File: src/sv/tsvp_pkg.sv
// ----------------------------------------------------------------------------
// tsvp_pkg
// Types, character constants and helpers shared by the search vector text
// parser: input and result words, the paired queue entry, parser phases.
// ----------------------------------------------------------------------------
package tsvp_pkg;

  localparam int QUEUE_DEPTH_DEF = 4;

  localparam logic [13:0] POS_LIMIT   = 14'd16383;
  localparam logic [1:0]  WEIGHT_D    = 2'd3;

  localparam logic [7:0] CH_SPACE = 8'h20;
  localparam logic [7:0] CH_TAB   = 8'h09;
  localparam logic [7:0] CH_CR    = 8'h0D;
  localparam logic [7:0] CH_QUOTE = 8'h27;
  localparam logic [7:0] CH_COLON = 8'h3A;
  localparam logic [7:0] CH_COMMA = 8'h2C;
  localparam logic [7:0] CH_ZERO  = 8'h30;
  localparam logic [7:0] CH_NINE  = 8'h39;
  localparam logic [7:0] CH_A     = 8'h41;
  localparam logic [7:0] CH_D     = 8'h44;

  typedef enum logic [2:0] {
    KIND_BYTE   = 3'd0,
    KIND_WEND   = 3'd1,
    KIND_POS    = 3'd2,
    KIND_ACCEPT = 3'd3,
    KIND_ERROR  = 3'd4
  } kind_t;

  typedef enum logic [2:0] {
    PH_SPACE  = 3'd0,
    PH_WORD   = 3'd1,
    PH_QUOTE  = 3'd2,
    PH_LIST   = 3'd3,
    PH_DIGITS = 3'd4,
    PH_WEIGHT = 3'd5
  } phase_t;

  typedef struct packed {
    logic [7:0] text_byte;
    logic       final_byte;
  } in_word_t;

  typedef struct packed {
    kind_t       kind;
    logic [7:0]  word_char;
    logic [13:0] position_value;
    logic [1:0]  weight_code;
    logic        end_of_run;
  } out_word_t;

  // One queue entry: the results of one byte, one or two of them.
  typedef struct packed {
    logic      two;
    out_word_t first;
    out_word_t second;
  } pair_t;

  typedef struct packed {
    phase_t phase;
    logic   drop_rest;
  } front_stat_t;

  typedef struct packed {
    logic valid;
    logic idx;
    logic two;
  } back_stat_t;

  function automatic out_word_t make_word(kind_t k, logic [7:0] ch,
                                          logic [13:0] pos, logic [1:0] w);
    out_word_t r;
    r.kind           = k;
    r.word_char      = ch;
    r.position_value = pos;
    r.weight_code    = w;
    r.end_of_run     = (k == KIND_ACCEPT) || (k == KIND_ERROR);
    return r;
  endfunction

  function automatic logic is_space(logic [7:0] c);
    return (c == CH_SPACE) || ((c >= CH_TAB) && (c <= CH_CR));
  endfunction

  function automatic logic is_digit(logic [7:0] c);
    return (c >= CH_ZERO) && (c <= CH_NINE);
  endfunction

endpackage

File: src/sv/text_search_vector_text_parser.sv
// ----------------------------------------------------------------------------
// text_search_vector_text_parser
// Streaming parser for the text form of a search vector: quoted words with
// optional position lists, one byte per word in, parse events out.
// ----------------------------------------------------------------------------
//
//  channel  | handshake       | word        | notes
//  ---------+-----------------+-------------+------------------------------
//  input    | push / full     | in_data     | one text byte plus last flag
//  result   | empty / pop     | out_data    | byte, word end, position,
//           |                 |             | accept or error
//
// Cycles: the parser takes one byte per clock while full is low; a byte's
// results pass through the pair queue and the output register. A byte
// gives zero, one or two results, and each result takes one pop, so a
// byte with two results holds the drain for two pops. The pair queue
// (QUEUE_DEPTH entries) sets how far the parser runs ahead of the drain.
// Reset: synchronous; clears parse state, queue and output register.
// Stalls: full rises only when the queue is full; pop may idle freely.
// ----------------------------------------------------------------------------
module text_search_vector_text_parser #(
  parameter int QUEUE_DEPTH = tsvp_pkg::QUEUE_DEPTH_DEF
) (
  input  logic                 clk,
  input  logic                 rst,
  input  logic                 push,
  output logic                 full,
  input  tsvp_pkg::in_word_t   in_data,
  output logic                 empty,
  input  logic                 pop,
  output tsvp_pkg::out_word_t  out_data
);
  import tsvp_pkg::*;

  localparam int CW = $clog2(QUEUE_DEPTH+1);

  logic          accept;
  logic          q_push;
  pair_t         q_wdata;
  pair_t         q_rdata;
  logic          q_nonempty;
  logic          q_rd;
  logic [CW-1:0] q_count;
  front_stat_t   f_stat;
  back_stat_t    b_stat;

  // take a byte whenever the queue has room
  assign accept = push && !full;

  // Front: classify the byte and produce its results.
  tsvp_front u_front (
    .clk     (clk),
    .rst     (rst),
    .accept  (accept),
    .in_data (in_data),
    .q_push  (q_push),
    .q_data  (q_wdata),
    .stat    (f_stat)
  );

  // Queue: decouple parsing from draining.
  tsvp_queue #(
    .DEPTH (QUEUE_DEPTH)
  ) u_queue (
    .clk      (clk),
    .rst      (rst),
    .wr_en    (q_push),
    .wr_data  (q_wdata),
    .full     (full),
    .rd_en    (q_rd),
    .rd_data  (q_rdata),
    .nonempty (q_nonempty),
    .count    (q_count)
  );

  // Back: hand results out one word at a time.
  tsvp_back u_back (
    .clk      (clk),
    .rst      (rst),
    .q_valid  (q_nonempty),
    .q_data   (q_rdata),
    .q_rd     (q_rd),
    .out_data (out_data),
    .empty    (empty),
    .pop      (pop),
    .stat     (b_stat)
  );

  // A final byte always leaves the parser ready for a fresh string.
  a_reset_after_final: assert property (@(posedge clk) disable iff (rst)
    (accept && in_data.final_byte) |=>
      (f_stat.phase == PH_SPACE && !f_stat.drop_rest))
    else $error("parser not back to start after final byte");

  // Dropping begins only on a byte that is not the last one.
  a_drop_cause: assert property (@(posedge clk) disable iff (rst)
    $rose(f_stat.drop_rest) |-> $past(accept && !in_data.final_byte))
    else $error("drop mode entered without a non-final byte");

  // The second result is shown only for an entry that carries two.
  a_second_slot: assert property (@(posedge clk) disable iff (rst)
    b_stat.idx |-> (b_stat.valid && b_stat.two))
    else $error("second result shown for a single-result entry");

  // Queued results reach the empty output register in the next cycle.
  a_drain_moves: assert property (@(posedge clk) disable iff (rst)
    (empty && (q_count != '0)) |=> !empty)
    else $error("output register left empty while queue holds results");

endmodule

File: src/sv/tsvp_front.sv
// ----------------------------------------------------------------------------
// tsvp_front
// Byte parser: classifies each accepted byte against the current phase,
// updates the parse state and hands the byte's results to the queue.
// ----------------------------------------------------------------------------
module tsvp_front (
  input  logic                 clk,
  input  logic                 rst,
  input  logic                 accept,
  input  tsvp_pkg::in_word_t   in_data,
  output logic                 q_push,
  output tsvp_pkg::pair_t      q_data,
  output tsvp_pkg::front_stat_t stat
);
  import tsvp_pkg::*;

  phase_t      phase, phase_next;
  logic        word_nonempty, word_nonempty_next;
  logic [13:0] position_accum, position_accum_next;
  logic        position_overflow, position_overflow_next;
  logic        drop_rest, drop_rest_next;

  logic [7:0]  c;
  logic        last;
  logic [3:0]  digit;
  logic [17:0] scaled;
  logic [1:0]  letter_w;
  logic        close_bad;
  out_word_t   close_word;
  out_word_t   err_word;

  // after-lexeme outcome for the current byte
  phase_t      al_phase;
  logic        al_wn;
  logic        al_fail;

  // take-byte outcome
  phase_t      tk_phase;
  logic        tk_wn;
  logic [13:0] tk_acc;
  logic        tk_ovf;
  logic        tk_fail;
  logic [1:0]  tk_n;
  out_word_t   tk_r0, tk_r1;

  // end-of-string outcome
  logic        do_fin;
  logic [1:0]  fn;
  out_word_t   fr0, fr1;
  logic        fin_bad;

  logic [1:0]  total_n;

  assign c        = in_data.text_byte;
  assign last     = in_data.final_byte;
  assign digit    = c[3:0];
  assign scaled   = {1'b0, position_accum, 3'b000} + {3'b000, position_accum, 1'b0}
                  + {14'd0, digit};
  assign letter_w = 2'(c - CH_A);
  assign close_bad = (position_accum == 14'd0) || position_overflow;
  assign err_word  = make_word(KIND_ERROR, 8'd0, 14'd0, 2'd0);

  always_comb begin
    al_wn   = word_nonempty;
    al_fail = 1'b0;
    al_phase = phase;
    if (is_space(c)) begin
      al_phase = PH_SPACE;
    end else if (c == CH_QUOTE) begin
      al_phase = PH_WORD;
      al_wn    = 1'b0;
    end else begin
      al_fail  = 1'b1;
    end
  end

  // Take one byte.
  always_comb begin
    tk_phase = phase;
    tk_wn    = word_nonempty;
    tk_acc   = position_accum;
    tk_ovf   = position_overflow;
    tk_fail  = 1'b0;
    tk_n     = 2'd0;
    tk_r0    = err_word;
    tk_r1    = err_word;
    close_word = close_bad ? err_word : make_word(KIND_POS, 8'd0, position_accum, WEIGHT_D);
    unique case (phase)
      PH_WORD: begin
        if (c == CH_QUOTE) begin
          tk_phase = PH_QUOTE;
        end else begin
          tk_r0 = make_word(KIND_BYTE, c, 14'd0, 2'd0);
          tk_n  = 2'd1;
          tk_wn = 1'b1;
        end
      end
      PH_QUOTE: begin
        tk_n = 2'd1;
        if (c == CH_QUOTE) begin
          tk_r0    = make_word(KIND_BYTE, c, 14'd0, 2'd0);
          tk_wn    = 1'b1;
          tk_phase = PH_WORD;
        end else if (!word_nonempty) begin
          tk_fail = 1'b1;
        end else begin
          tk_r0 = make_word(KIND_WEND, 8'd0, 14'd0, 2'd0);
          if (c == CH_COLON) begin
            tk_phase = PH_LIST;
          end else begin
            tk_phase = al_phase;
            tk_wn    = al_wn;
            if (al_fail) begin
              tk_fail = 1'b1;
              tk_n    = 2'd2;
            end
          end
        end
      end
      PH_LIST, PH_WEIGHT: begin
        if ((phase == PH_WEIGHT) && (c == CH_COMMA)) begin
          tk_phase = PH_LIST;
        end else if (is_digit(c)) begin
          tk_acc   = {10'd0, digit};
          tk_ovf   = 1'b0;
          tk_phase = PH_DIGITS;
        end else if (c == CH_COMMA) begin
          tk_fail = 1'b1;
          tk_n    = 2'd1;
        end else begin
          tk_phase = al_phase;
          tk_wn    = al_wn;
          if (al_fail) begin
            tk_fail = 1'b1;
            tk_n    = 2'd1;
          end
        end
      end
      PH_DIGITS: begin
        if (is_digit(c)) begin
          // saturate and stick on overflow
          if (scaled > {4'd0, POS_LIMIT}) begin
            tk_acc = POS_LIMIT;
            tk_ovf = 1'b1;
          end else begin
            tk_acc = scaled[13:0];
          end
        end else begin
          tk_n    = 2'd1;
          tk_fail = close_bad;
          if ((c >= CH_A) && (c <= CH_D)) begin
            tk_r0    = close_bad ? err_word
                                 : make_word(KIND_POS, 8'd0, position_accum, letter_w);
            tk_phase = PH_WEIGHT;
          end else if (c == CH_COMMA) begin
            tk_r0    = close_word;
            tk_phase = PH_LIST;
          end else begin
            tk_r0 = close_word;
            if (!close_bad) begin
              tk_phase = al_phase;
              tk_wn    = al_wn;
              if (al_fail) begin
                tk_fail = 1'b1;
                tk_n    = 2'd2;
              end
            end
          end
        end
      end
      default: begin
        tk_phase = al_phase;
        tk_wn    = al_wn;
        if (al_fail) begin
          tk_fail = 1'b1;
          tk_n    = 2'd1;
        end
      end
    endcase
  end

  // Close the string on the final byte.
  assign do_fin  = last && !tk_fail;
  assign fin_bad = (tk_acc == 14'd0) || tk_ovf;

  always_comb begin
    fn  = 2'd1;
    fr0 = err_word;
    fr1 = make_word(KIND_ACCEPT, 8'd0, 14'd0, 2'd0);
    unique case (tk_phase)
      PH_WORD: begin
        fn = 2'd1;
      end
      PH_QUOTE: begin
        if (tk_wn) begin
          fr0 = make_word(KIND_WEND, 8'd0, 14'd0, 2'd0);
          fn  = 2'd2;
        end
      end
      PH_DIGITS: begin
        if (!fin_bad) begin
          fr0 = make_word(KIND_POS, 8'd0, tk_acc, WEIGHT_D);
          fn  = 2'd2;
        end
      end
      default: begin
        fr0 = make_word(KIND_ACCEPT, 8'd0, 14'd0, 2'd0);
        fn  = 2'd1;
      end
    endcase
  end

  // Next state.
  always_comb begin
    phase_next             = phase;
    word_nonempty_next     = word_nonempty;
    position_accum_next    = position_accum;
    position_overflow_next = position_overflow;
    drop_rest_next         = drop_rest;
    if (accept) begin
      if (last) begin
        phase_next             = PH_SPACE;
        word_nonempty_next     = 1'b0;
        position_accum_next    = 14'd0;
        position_overflow_next = 1'b0;
        drop_rest_next         = 1'b0;
      end else if (!drop_rest) begin
        phase_next             = tk_phase;
        word_nonempty_next     = tk_wn;
        position_accum_next    = tk_acc;
        position_overflow_next = tk_ovf;
        drop_rest_next         = tk_fail;
      end
    end
  end

  // Outputs: pack up to two results, take results first.
  always_comb begin
    total_n       = 2'd0;
    q_data.first  = tk_r0;
    q_data.second = tk_r1;
    case (tk_n)
      2'd0: begin
        q_data.first  = fr0;
        q_data.second = fr1;
        total_n       = do_fin ? fn : 2'd0;
      end
      2'd1: begin
        q_data.second = fr0;
        total_n       = do_fin ? 2'd2 : 2'd1;
      end
      default: begin
        total_n = 2'd2;
      end
    endcase
    q_data.two = (total_n == 2'd2);
    q_push     = accept && !drop_rest && (total_n != 2'd0);
  end

  assign stat.phase     = phase;
  assign stat.drop_rest = drop_rest;

  always_ff @(posedge clk) begin
    if (rst) begin
      phase             <= PH_SPACE;
      word_nonempty     <= 1'b0;
      position_accum    <= 14'd0;
      position_overflow <= 1'b0;
      drop_rest         <= 1'b0;
    end else begin
      phase             <= phase_next;
      word_nonempty     <= word_nonempty_next;
      position_accum    <= position_accum_next;
      position_overflow <= position_overflow_next;
      drop_rest         <= drop_rest_next;
    end
  end

endmodule

File: src/sv/tsvp_queue.sv
// ----------------------------------------------------------------------------
// tsvp_queue
// Short first-in first-out queue of result pairs between parser and drain.
// ----------------------------------------------------------------------------
module tsvp_queue #(
  parameter int DEPTH = tsvp_pkg::QUEUE_DEPTH_DEF
) (
  input  logic                          clk,
  input  logic                          rst,
  input  logic                          wr_en,
  input  tsvp_pkg::pair_t               wr_data,
  output logic                          full,
  input  logic                          rd_en,
  output tsvp_pkg::pair_t               rd_data,
  output logic                          nonempty,
  output logic [$clog2(DEPTH+1)-1:0]    count
);
  import tsvp_pkg::*;

  localparam int PW = (DEPTH > 1) ? $clog2(DEPTH) : 1;
  localparam int CW = $clog2(DEPTH+1);

  pair_t           slots [DEPTH];
  logic [PW-1:0]   wr_ptr, rd_ptr;
  logic [CW-1:0]   fill;
  logic            do_wr, do_rd;

  assign full     = (fill == CW'(DEPTH));
  assign nonempty = (fill != '0);
  assign count    = fill;
  assign do_wr    = wr_en && !full;
  assign do_rd    = rd_en && nonempty;
  assign rd_data  = slots[rd_ptr];

  function automatic logic [PW-1:0] bump(logic [PW-1:0] p);
    return (p == PW'(DEPTH-1)) ? '0 : p + PW'(1);
  endfunction

  always_ff @(posedge clk) begin
    if (do_wr) begin
      slots[wr_ptr] <= wr_data;
    end
  end

  always_ff @(posedge clk) begin
    if (rst) begin
      wr_ptr <= '0;
      rd_ptr <= '0;
      fill   <= '0;
    end else begin
      if (do_wr) begin
        wr_ptr <= bump(wr_ptr);
      end
      if (do_rd) begin
        rd_ptr <= bump(rd_ptr);
      end
      case ({do_wr, do_rd})
        2'b10:   fill <= fill + CW'(1);
        2'b01:   fill <= fill - CW'(1);
        default: fill <= fill;
      endcase
    end
  end

endmodule

File: src/sv/tsvp_back.sv
// ----------------------------------------------------------------------------
// tsvp_back
// Result drain: holds one queue entry in an output register and presents
// its results one word at a time.
// ----------------------------------------------------------------------------
module tsvp_back (
  input  logic                  clk,
  input  logic                  rst,
  input  logic                  q_valid,
  input  tsvp_pkg::pair_t       q_data,
  output logic                  q_rd,
  output tsvp_pkg::out_word_t   out_data,
  output logic                  empty,
  input  logic                  pop,
  output tsvp_pkg::back_stat_t  stat
);
  import tsvp_pkg::*;

  pair_t hold;
  logic  hold_valid;
  logic  idx;
  logic  taken;
  logic  done;

  assign taken = hold_valid && pop;
  assign done  = taken && (!hold.two || idx);
  assign q_rd  = q_valid && (!hold_valid || done);

  assign empty    = !hold_valid;
  assign out_data = idx ? hold.second : hold.first;

  assign stat.valid = hold_valid;
  assign stat.idx   = idx;
  assign stat.two   = hold.two;

  always_ff @(posedge clk) begin
    if (q_rd) begin
      hold <= q_data;
    end
  end

  always_ff @(posedge clk) begin
    if (rst) begin
      hold_valid <= 1'b0;
      idx        <= 1'b0;
    end else if (q_rd) begin
      hold_valid <= 1'b1;
      idx        <= 1'b0;
    end else if (done) begin
      hold_valid <= 1'b0;
      idx        <= 1'b0;
    end else if (taken) begin
      // advance to the second result of the entry
      idx <= 1'b1;
    end
  end

endmodule

File: config.mk
export PLATFORM = sky130hd
export DESIGN_NAME = text_search_vector_text_parser
export DESIGN_NICKNAME = d
export VERILOG_FILES = /design/src/sv/tsvp_pkg.sv /design/src/sv/text_search_vector_text_parser.sv /design/src/sv/tsvp_front.sv /design/src/sv/tsvp_queue.sv /design/src/sv/tsvp_back.sv
export SDC_FILE = /design/constraint.sdc
export NUM_CORES = 1
export LEC_CHECK = 0
export BUFFER_PORTS_ARGS = -buffer_cell sky130_fd_sc_hd__buf_2
export CAP_MARGIN = 40
export CORE_ASPECT_RATIO = 1.4
export CORE_MARGIN = 1.5
export CORE_UTILIZATION = 30
export DETAILED_ROUTE_END_ITERATION = 6
export GPL_TIMING_DRIVEN = 0
export MAX_ROUTING_LAYER = met4
export PLACE_DENSITY_LB_ADDON = 0.3
export REMOVE_ABC_BUFFERS = 1
export SETUP_SLACK_MARGIN = 0.5
export SLEW_MARGIN = 20
export SYNTH_ARGS = -nofsm -noshare
export SYNTH_HDL_FRONTEND = slang
export SYNTH_SLANG_ARGS = --single-unit
File: constraint.sdc
create_clock -name clk -period 6.6 [get_ports clk]
set_clock_uncertainty 0.1 [all_clocks]
set_input_delay 0.33 -clock clk [delete_from_list [all_inputs] [get_ports clk]]
set_output_delay 0.33 -clock clk [all_outputs]
set_load 0.05 [all_outputs]
---- Word-level counts from Yosys, hierarchy flattened ----
Memories as Yosys holds them, arrays and structs flattened. A register that Yosys moved wholly into a read port is not among the register bits.
Index checks and enable logic that the tools add are counted.
cells by class
  add/subtract/negate cells ............... 7
  $mul .................................... 0
  div/mod/pow operators ................... 0
  order comparisons ....................... 7
  eq/ne operators ......................... 20
  shifts and indexed selects .............. 0
  multiplexer cells ....................... 103
  bitwise operators ....................... 0
  reductions and logical operators ........ 33
operators by type and width
  cell                  number
  $mux 28               11
  $pmux 28 s3           2
  $mux 14               6
  $pmux 28 s2           1
  $mux 3                15
  $mux 1                42
  $mux 2                17
  $eq 8x6->1 const B    4
  $logic_not 14->1      2
  $pmux 14 s2           1
  $add 17x15->18        1
  $add 18x4->18         1
  $gt 18x14->1 const B  1
  $logic_and 1x1->1     13
  $eq 3x3->1 const B    4
  $pmux 3 s4            1
  $eq 3x2->1 const B    3
  $eq 2x2->1 const B    4
  $ge 8x4->1 const B    1
  $ge 8x6->1 const B    1
  $ge 8x7->1 const B    1
  $le 8x4->1 const B    1
  $le 8x6->1 const B    1
  $le 8x7->1 const B    1
  20 further kinds      35
storage, ports and cells
  bits in registers ....................... 29
  bits in latches ......................... 0
  memory bits (writable) .................. 228
  memory bits (read-only) ................. 0
  input port bits ......................... 13
  output and inout bits ................... 30
  word-level logic and storage cells ...... 181
  memories kept ........................... 1
memories
  name           depth  bits a word  rd ports  clocked after Yosys merged registers in  wr ports  line              RTL
  u_queue.slots  4      57           1         1                                        1         tsvp_queue.sv:23  pair_t slots [DEPTH];

---- Longest topological paths before layout ----
Gate-level depths: netlist of the first run.
  depth in word-level cells ............... 19
  depth in mapped cells ................... 18
  depth with buffers taken out ............ 17

---- Hierarchy ----
Synthesis of the first run repeated with hierarchy kept, for this count alone.
unflattened totals
  cell total of the unflattened synthesis .. 945
  area, all modules ....................... 14527.7 µm²
by module, submodules not included
  module                          times used  cells each  area an instance (µm²)  seq. area each (µm²)
  tsvp_queue                      1           351         8712.1                  7026.7
  tsvp_front                      1           491         3590.9                  400.4
  tsvp_back                       1           102         2210.9                  1751.7
  text_search_vector_text_parser  1           1           13.8                    0.0

---- Worst setup path before layout of the first run ----
OpenSTA, ideal clock, no wires.
  kind .................................... register to register
  from .................................... register, netlist name u_back.stat[0]
  to ...................................... register u_queue.fill[2], in the netlist u_queue.count[2]
  library setup time ...................... 71 ps
  data arrival time ....................... 4557 ps
  required time ........................... 6429 ps
  setup slack ............................. 1873 ps
  cell stages (with the launch flop) ...... 10
  path buffers ............................ 0
  clock period less this slack ............ 4727 ps
  cell sequence ........................... edfxtp_1 -> inv_1 -> o21ai_0 -> a21oi_1 -> ha_1 -> inv_1 -> fa_1 -> xor2_1 -> or3_1 -> a21oi_1
on the way
  word-level cells in the longest chain between the ends .. 8
  elaborated cells on any way between the ends .. 10
  those cells by class .................... 2 x eq/ne; 1 x mux; 7 x reduce/logical
ends and longest elaborated chain
  element                                                 line                                  RTL
  $logic_not 1->1 (*)                                     tsvp_back.sv:26                       assign done = taken && (!hold.two || idx);
  $logic_or 1x1->1 (*)                                    tsvp_back.sv:26
  $logic_and 1x1->1 (*)                                   tsvp_back.sv:26
  $logic_or 1x1->1 (*)                                    tsvp_back.sv:27                       assign q_rd = q_valid && (!hold_valid || done);
  $logic_and 1x1->1 (*)                                   tsvp_back.sv:27
  named net q_rd                                          text_search_vector_text_parser.sv:42  logic q_rd;
  $logic_and 1x1->1 (*)                                   tsvp_queue.sv:32                      assign do_rd = rd_en && nonempty;
  $eq 2x1->1 / $eq 2x2->1 (equally long branches)         tsvp_queue.sv:57                      case ({do_wr, do_rd})
  $pmux 3 s2 / $reduce_bool 2->1 (equally long branches)  --
  end signal, assigned                                    tsvp_queue.sv:58                      2'b10: fill <= fill + CW'(1);
  end signal, assigned                                    tsvp_queue.sv:59                      2'b01: fill <= fill - CW'(1);
  end signal, assigned                                    tsvp_queue.sv:60                      default: fill <= fill;
  end, declared                                           tsvp_queue.sv:25                      logic [CW-1:0] fill;
Mark *: on every way through the listed nets, which the timed path passes. The rest lies on a longest branch.
A chain may end at the register's enable or synchronous reset.

==> impl_metrics.tcl, run 1 <==
set metrics [dict create \
    dieHeight_um 245.4 \
    finalCriticalPeriod_ps 5089 \
    critPathMaxFanout 10 \
    antenna_found_initial 0 \
    slew_violations 0 \
    period_share 0.7711 \
    clock_sinks 269 \
    cts_setup_buffers 0 \
    gp_congestion 0.8943 \
    h-tree-depth 1 \
    path_class "reg2reg" \
    clockRootBuffer "clkbuf_16" \
    synth_seq_cells 269 \
    grt_max_degree 41 \
    critPathLaunchType "flip-flop" \
    hold_violations 0 \
    worst_pin_slew_ps 783.2 \
    vias_per_cell 4.952 \
    placeableCoreArea_um2 41290 \
    total_power_mw 4.978 \
    syn_area_per_cell_um2 14.49 \
    cts_buffer_depth 3 \
    synth.area.top_cells "edfxtp_1 57%, mux4_2 8.6%, dfxtp_1 4.6%" \
    critPathTopFamily "simple AND/OR/NAND/NOR gates" \
    route.detailed.wl_per_inst_um 18.85 \
    synth_top_flop_cell "edfxtp_1" \
    cts_tree "done" \
    maxCapViolCount 0 \
    layout_commonest_cell "edfxtp_1" \
    cp-end-kind "flip-flop" \
    rsz0062_at_grt "false" \
    hpwl_um 19760 \
    yosysSeqAreaShare 0.6186 \
    grt_pass1_vias 7750 \
    synth_async_sr_flop_share 0 \
    p_leak_nw 5.024 \
    layout_common_cells "240 x edfxtp_1, 68 x nor2_1, 64 x conb_1" \
    die_area_um2 43220 \
    grt_pass1_wl_um 44920 \
    synth_top_area_frac 0.5725 \
    grt_usage 0.1391 \
    synth_top_area_cell "edfxtp_1" \
    holdCritPathClass "in2reg" \
    peakVddDrop_uv 146.4 \
    fillers 3971 \
    first_iter_violations 511 \
    cts.clk_slew.worst_paths_ps 70 \
    nets 1025 \
    clk_latency_ps 530 \
    syn_to_final_growth_pct 15.35 \
    overflow 0 \
    fin_util 0.3517 \
    via_count 7572 \
    initial_core_util 0.3049 \
    slowest_stage "nor2_2" \
    syn_inst 869 \
    finalSetupTns_ps 0 \
    cpPeakStageDelay_ps 550 \
    finalSetupViolCount 0 \
    cts-buffers-inserted 24 \
    crit_chain "inv_1, fa_1, inv_1, fa_1, a211oi_1, o211ai_1, nor3_1, nor4_1, or2_1, nor2_1, o21ai_0, nor2_2, nand2_1, o21ai_1" \
    slew_headroom 0.4767 \
    portBuffers 42 \
    num_rows 88 \
    timing.fmax_mhz 196.5 \
    wirelength_um 28820 \
    synth_cell_types 83 \
    status "finished clean" \
    cp.arrival_ps 5310 \
    synth_area_um2 12590 \
    drtPass1Iterations 6 \
    ant_nets 0 \
    cts_resized 0 \
    critical_path_buf_inv_count 2 \
    p_per_area_nw_per_um2 342.8 \
    worst_ep_required_time_ps 6820 \
    antenna_cells 0 \
    synth_edf_count 240 \
    drc 0 \
    fin_hold_ws_ps 122.6 \
    ioPinCount 43 \
    yosys_warnings 0 \
    drive_above_1_share 0.1871 \
    die_w_um 176.1 \
]
## final timing paths
| check | startpoint | end | slack (ps) | cells past startpoint |
|---|---|---|---|---|
| worst min-delay path | push | u_front.drop_rest | 120 | 3 |
| worst max register to register | u_front.position_accum[0] | u_queue.slots[0][31] | 1510 | 14 |
| worst min register to register | u_queue.count[2] | u_queue.count[2] | 430 | 2 |
| worst max-delay path | u_front.position_accum[0] | u_queue.slots[0][31] | 1510 | 14 |
## sequential cells by signal, summed over array words and instances, names as in the netlist
register	flops
u_queue.count	3
u_front.phase	3
u_queue.rd_ptr	2
u_back.stat	1
u_back.hold_valid	1
u_queue.wr_ptr	2
u_front.drop_rest	1
u_back.idx	1
u_front.position_accum	14
u_front.position_overflow	1
u_back.hold	47
u_front.word_nonempty	1
u_queue.slots	192
## cells in the mapped netlist, types with 5 or more instances
cell       count
a211oi_1       5
a21o_1        12
a21oi_1       41
a22o_1        10
a22oi_1       15
a2bb2oi_1      5
a31oi_1        5
and2_1        11
and3_1         6
buf_1          9
clkbuf_1      22
dfxtp_1       29
edfxtp_1     240
ha_1          38
inv_1         21
mux2_2        19
mux2i_1        5
mux4_2        48
nand2_1       42
nand3_1       10
nand4_1        6
nor2_1        68
nor2b_1       15
nor3_1        14
nor3b_1        5
nor4_1         5
nor4b_1        5
o21a_1         7
o21ai_0       32
o21bai_1       5
o221ai_1       6
o22ai_1        7
o31ai_1        5
xnor2_1        7
xor2_1         5
## area by class of cell
class / instances / area, um2 / area share
clock buffer: 29 / 640.6 / 0.04412
clock inverter: 15 / 118.9 / 0.008186
inverter: 23 / 86.33 / 0.005946
multi-input combinational: 597 / 4740 / 0.3264
sequential: 269 / 7796 / 0.5369
tap: 540 / 675.6 / 0.04653
timing repair buffer: 56 / 462.9 / 0.03188
## power breakdown
part | switching [mW] | leakage, nW | internal (mW)
Combinational | 0.823 | 2.20 | 0.484
Sequential | 0.112 | 2.45 | 2.19
Clock | 0.603 | 0.372 | 0.769
Total | 1.54 | 5.02 | 3.44
## layer usage
layer / global-route usage / up-vias / wire [um]
li1: - / 3563 / -
met1: 0.1574 / 3804 / 11700
met2: 0.2492 / 155 / 15220
met3: 0.01608 / 50 / 939
met4: 0.05430 / 0 / 964
met5: - / - / 0
## worst min-delay path, delay by kind of cell
family                 cells  cell delay (ps)
AO/OA/AOI/OAI              1               90
AND/OR/NAND/NOR            1              160
buffers and inverters      1              120
## per-stage QoR
| step | setup WS (ps) | cells | instance area [um2] |
|---|---|---|---|
| finish | 1511 | 1529 | 14520 |
| global route | 1274 | 1529 | 14520 |
| CTS | 1502 | 1528 | 14510 |
| detailed placement | 1377 | 1482 | 13730 |
| global placement | -1636 | 1471 | 13470 |
| floorplan | 1236 | 889 | 12590 |
## cell families (layout without fill, tap and decap cells)
group / after synthesis / in the layout / synth area share
AOI/OAI and AO/OA: 196 / 196 / 0.1113
xor gates and xnor gates: 12 / 12 / 0.008349
adders and majority gates: 41 / 41 / 0.04254
buffers and inverters: 65 / 123 / 0.02544
DFF: 269 / 269 / 0.6186
muxes: 72 / 72 / 0.1068
other: 2 / 64 / 0.0005966
and+or+nand+nor: 212 / 212 / 0.08627
## what timing repair did
action | CTS | global route
hold buffers | 2 | 0
endpoints found under the setup margin | 0 | 0
endpoints found under the hold margin | 2 | 0
Power figures use the tool's default switching activity.
==> inputs of run 2 (changes only) <==
- clock period: 6.6 -> 4.92 ns (I/O delays scaled with it)
==> run 2 against run 1 <==
Compared with the run above:
- maximum frequency grew 20%
- critical path depth is the same
- via count shrank 0.17%
- total power grew 34%
- sequential power grew 34%
- first-iteration DRC count shrank 7.2%
- cell count grew 0.13%
- combinational power grew 34%
- non-clock buffer count grew 2
- die area is the same
- clock-buffer cell count is the same
- largest cell class unchanged
- largest power group unchanged
- highest routed layer unchanged
==> impl_metrics.tcl, run 2 (synthesis results as in run 1) <==
set metrics [dict create \
    largest_register_ffs 192 \
    registers.top_by_ff_count "u_queue.slots" \
    layout_common_cells "240 x edfxtp_1, 66 x nor2_1, 64 x conb_1" \
    maxCapViolCount 0 \
    wl_met1_um 11800 \
    portBuffers 42 \
    place_ws_ps -219.1 \
    p_per_area_nw_per_um2 453.6 \
    finalSetupViolCount 0 \
    holdCritStartpoint "push" \
    route.detailed.wl_per_inst_um 18.91 \
    drive_above_1_share 0.2351 \
    cp-end-kind "flip-flop" \
    placeableCoreArea_um2 41290 \
    wl_met2_um 15240 \
    drtPass1Iterations 5 \
    status "finished clean" \
    die_area_um2 43220 \
    peakVddDrop_uv 196.3 \
    setup_ws_ps 668.4 \
    gp_congestion 0.8943 \
    h-tree-depth 1 \
    drc 0 \
    grt_pass1_wl_um 44950 \
    dieHeight_um 245.4 \
    worst_ep_required_time_ps 5160 \
    routed.top_layer "met4" \
    dp.cells 1482 \
    hold_violations 0 \
    timing.fmax_mhz 235.2 \
    hold_end "u_front.drop_rest" \
    met3RoutedLength_um 926 \
    holdCritPathClass "in2reg" \
    grt_max_degree 41 \
    first_iter_violations 474 \
    worst_pin_slew_ps 788.8 \
    reg2reg_from "u_front.position_accum[0]" \
    finalSetupTns_ps 0 \
    grt_usage 0.1392 \
    ant_nets 0 \
    holdPathStages 3 \
    antenna_cells 0 \
    period_share 0.8641 \
    fin_cells 1531 \
    reg2regPathDepth 14 \
    cts_buffer_depth 3 \
    antenna_found_initial 0 \
    r2r_end "u_queue.slots[0][28]" \
    vias_per_cell 4.937 \
    hpwl_um 19760 \
    cts-buffers-inserted 24 \
    fin_util 0.3565 \
    critPathMaxFanout 7 \
    ioPinCount 43 \
    initial_core_util 0.3049 \
    grt_pass1_vias 7778 \
    layout_commonest_cell "edfxtp_1" \
    p_leak_nw 5.052 \
    path_class "reg2reg" \
    clockRootBuffer "clkbuf_16" \
    clock_sinks 269 \
    num_rows 88 \
    fin_hold_ws_ps 37.75 \
    nets 1027 \
    rsz0062_at_grt "false" \
    r2r_slack_ps 670 \
    slew_violations 0 \
    cp.arrival_ps 4500 \
    cts.clk_slew.worst_paths_ps 70 \
    finalCriticalPeriod_ps 4252 \
    die_w_um 176.1 \
    overflow 0 \
    clk_latency_ps 530 \
    via_count 7559 \
    syn_to_final_growth_pct 16.95 \
    critPathLaunchType "flip-flop" \
    wirelength_um 28960 \
    cts_tree "done" \
    slew_headroom 0.4729 \
    top_regs "u_queue.slots: 192 flops, u_back.hold: 47 flops, u_front.position_accum: 14 flops" \
]
## run 2: cell types whose count changed in the layout (fill, tap and decap cells not counted), moves of 3 or more
cell / delta
a21oi_2: +5
o21ai_0: -3
nor4b_1: -3
nor3_2: +3
nor4b_2: +3
dfxtp_1: -17
a21oi_1: -5
nor3_1: -3
dfxtp_2: +16
## run 2: final cells by class
type | count | area (um2)
clock buffers | 29 | 640.6
flip-flops and latches | 269 | 7820
fillers | 3968 | 26570
clock inverters | 15 | 118.9
well taps | 540 | 675.6
repair buffers | 58 | 478.0
multi-input cells | 597 | 4898
inverters | 23 | 90.09
## run 2: power breakdown
| part | switching [mW] | internal [mW] | total, mW | leakage (nW) |
|---|---|---|---|---|
| clock | 0.809 | 1.03 | 1.84 | 0.372 |
| combinational | 1.10 | 0.650 | 1.75 | 2.22 |
| sequential | 0.150 | 2.93 | 3.08 | 2.46 |
| total | 2.06 | 4.61 | 6.68 | 5.05 |
## run 2: worst max-delay path by stage
stage,cells after the start,end,slack [ps],startpoint
2_1_floorplan,8,u_queue.count[2],-440,u_back.idx
3_3_place_gp,8,u_queue.count[2],-3320,u_back.idx
3_5_place_dp,15,u_queue.slots[2][31],-220,in_data[4]
4_1_cts,14,u_queue.slots[0][56],530,u_front.position_accum[0]
5_1_grt,14,u_queue.slots[0][28],500,u_front.position_accum[0]
6_report,14,u_queue.slots[0][28],670,u_front.position_accum[0]
## run 2: repair_timing
item / 4_1_cts / 5_1_grt
pin swaps: 4 / 11
setup buffers: 2 / 1
resized for setup: 24 / 33
hold endpoints to repair: 2 / 0
hold buffers: 2 / 0
endpoints found under the setup margin: 280 / 62
## run 2: metrics by stage
stage	instance area [um2]	power [mW]
floorplan	12590	4.361
global placement	13470	5.086
detailed placement	13730	4.930
CTS	14600	6.778
global route	14720	6.971
finish	14720	6.678
## run 2: worst max-delay path: stages, from the launching register on
cell and delay [ps]:
dfxtp_4 390, inv_1 80, fa_1 460, inv_1 110, fa_2 240, a211oi_2 80, o21a_1 230, or4_4 540
nand4_1 190, o211ai_4 170, or2_4 300, a2111oi_4 340, nand4bb_1 290, a21oi_2 260, o31a_1 270
## run 2: per-layer routing
metal	track usage	up-vias
met5	-	-
met4	0.05530	0
met3	0.01623	51
met2	0.2497	149
met1	0.1568	3787
li1	-	3572
==> inputs of run 3 (changes only) <==
- CORE_ASPECT_RATIO: 1.4 -> 0.75
- SYNTH_HIERARCHICAL: not set -> 1
==> run 3 against run 2 <==
Compared with the run above:
- register-to-register slack about the same
- hold slack better by 26 ps
- total power up 21%
- maximum frequency up 0.24%
- clock-buffer cell count is 17 higher
- largest power group unchanged
==> impl_metrics.tcl, run 3 <==
set metrics [dict create \
    status "finished clean" \
    layout_commonest_cell "edfxtp_1" \
    rsz0062_at_grt "false" \
    hpwl_um 20170 \
    top_regs "u_queue/slots: 228 flops, u_back/hold: 56 flops, u_front/position_accum: 14 flops" \
    cp.arrival_ps 4580 \
    peakVddDrop_uv 200.6 \
    ant_nets 0 \
    setup_ws_ps 678.7 \
    drtPass1Iterations 5 \
    vias_per_cell 4.950 \
    drc 0 \
    h-tree-depth 2 \
    nets 1047 \
    num_rows 69 \
    grt_pass1_wl_um 48360 \
    cp-end-kind "flip-flop" \
    cts_tree "done" \
    total_power_mw 8.113 \
    wirelength_um 30390 \
    p_per_area_nw_per_um2 485.1 \
    worst_ep_required_time_ps 5260 \
    portBuffers 42 \
    clk_latency_ps 520 \
    holdCritPathClass "in2reg" \
    reg2regPathDepth 15 \
    gp_congestion 0.8780 \
    reg2reg_from "u_front/position_accum[11]" \
    grt_usage 0.1273 \
    syn_to_final_growth_pct 15.37 \
    die_area_um2 49670 \
    die_w_um 256.8 \
    period_share 0.8620 \
    p_leak_nw 5.610 \
    fillers 4537 \
    critPathMaxFanout 10 \
    dieHeight_um 193.4 \
    grt_pass1_vias 8145 \
    critPathTopFamily "simple AND/OR/NAND/NOR gates" \
    hold_violations 0 \
    syn_area_per_cell_um2 15.41 \
    yosys_warnings 6 \
    crit_chain "or4_1, o41ai_4, nor3_2, buf_4, a32o_1, nor2_2, a21oi_2, and2_4, inv_1, ha_1, inv_1, fa_1, xor2_1, or3_2, a21oi_1" \
    holdPathStages 2 \
    timing.fmax_mhz 235.8 \
    via_count 8217 \
    slew_violations 0 \
    maxCapViolCount 0 \
    first_iter_violations 606 \
    cpPeakStageDelay_ps 590 \
    overflow 0 \
    cts_buffer_depth 3 \
    worst_pin_slew_ps 954.5 \
    initial_core_util 0.3048 \
    ioPinCount 43 \
    synth_area_um2 14500 \
    fin_hold_ws_ps 63.83 \
    critPathLaunchType "flip-flop" \
    drive_above_1_share 0.2480 \
    holdCritStartpoint "in_data[8]" \
    clock_sinks 316 \
    slowest_stage "or4_1" \
    r2r_slack_ps 680 \
    slew_headroom 0.3547 \
    finalCriticalPeriod_ps 4241 \
    path_class "reg2reg" \
    registers.top_by_ff_count "u_queue/slots" \
    syn_inst 941 \
    antenna_found_initial 1 \
    layout_common_cells "285 x edfxtp_1, 57 x mux4_2, 48 x nor2_1" \
    place_ws_ps 252.2 \
    grt_max_degree 41 \
    critical_path_buf_inv_count 3 \
    crit_top_cell "inv_1" \
    r2r_end "u_queue/count[2]" \
    hold_end "u_queue/slots[2][52]" \
    cp.depth 15 \
    placeableCoreArea_um2 47570 \
    cts.clk_slew.worst_paths_ps 60 \
    route.detailed.wl_per_inst_um 18.31 \
    finalSetupViolCount 0 \
    cts-buffers-inserted 35 \
    largest_register_ffs 228 \
    clockRootBuffer "clkbuf_16" \
]
[run 3: routing by layer]
metal / GRT usage / vias up / share of wire
li1: - / 3813 / -
met1: 0.1832 / 4165 / 0.48
met2: 0.1861 / 191 / 0.45
met3: 0.02293 / 48 / 0.048
met4: 0.02985 / 0 / 0.016
met5: - / - / 0
[run 3: timing repair]
action | 4_1_cts | 5_1_grt
buffers inserted | 0 | 1
resized for setup | 8 | 9
pin swaps | 0 | 1
setup endpoints to repair | 57 | 150
hold buffers | 2 | 0
hold endpoints to repair | 2 | 0
[run 3: worst max path at each step]
stage	from	to	slack (ps)
after floorplan	u_back/idx	u_queue/count[2]	-1100
after global routing	u_front/position_accum[2]	u_queue/slots[2][27]	510
after CTS	u_front/position_accum[0]	u_queue/slots[3][56]	520
final	u_front/position_accum[11]	u_queue/count[2]	680
after global placement	u_back/idx	u_queue/count[2]	-4300
after detailed placement	in_data[4]	u_queue/slots[2][27]	250
[run 3: layout make-up]
type | count | area [um2] | area share
diodes | 1 | 2.502 | 0.0001496
clock buffers | 46 | 959.7 | 0.05738
clock inverters | 17 | 187.7 | 0.01122
inverters | 17 | 63.81 | 0.003815
multi-input cells | 563 | 4999 | 0.2988
flip-flops and latches | 316 | 9194 | 0.5497
well taps | 639 | 799.5 | 0.04780
repair buffers | 61 | 520.5 | 0.03112
[run 3: worst reg2reg max path, stage by stage, from the launching register on]
cell and delay [ps]:
dfxtp_1 410, or4_1 590, o41ai_4 430, nor3_2 90, buf_4 200, a32o_1 270, nor2_2 310, a21oi_2 200
and2_4 190, inv_1 50, ha_1 180, inv_1 60, fa_1 380, xor2_1 160, or3_2 400, a21oi_1 140
[run 3: per-stage QoR]
stage | cells | util | setup TNS, ps | cell area (um2)
2_1_floorplan | 896 | - | -2984 | 14140
3_3_place_gp | 1577 | 0.3184 | -568430 | 15150
3_5_place_dp | 1593 | 0.3253 | 0 | 15470
4_1_cts | 1658 | 0.3506 | 0 | 16680
5_1_grt | 1660 | 0.3516 | 0 | 16730
6_report | 1660 | 0.3516 | 0 | 16730
[run 3: report_power, final]
part	internal [mW]	switching (mW)
clock network	1.59	1.01
registers	3.51	0.185
logic	0.686	1.14
total	5.78	2.33
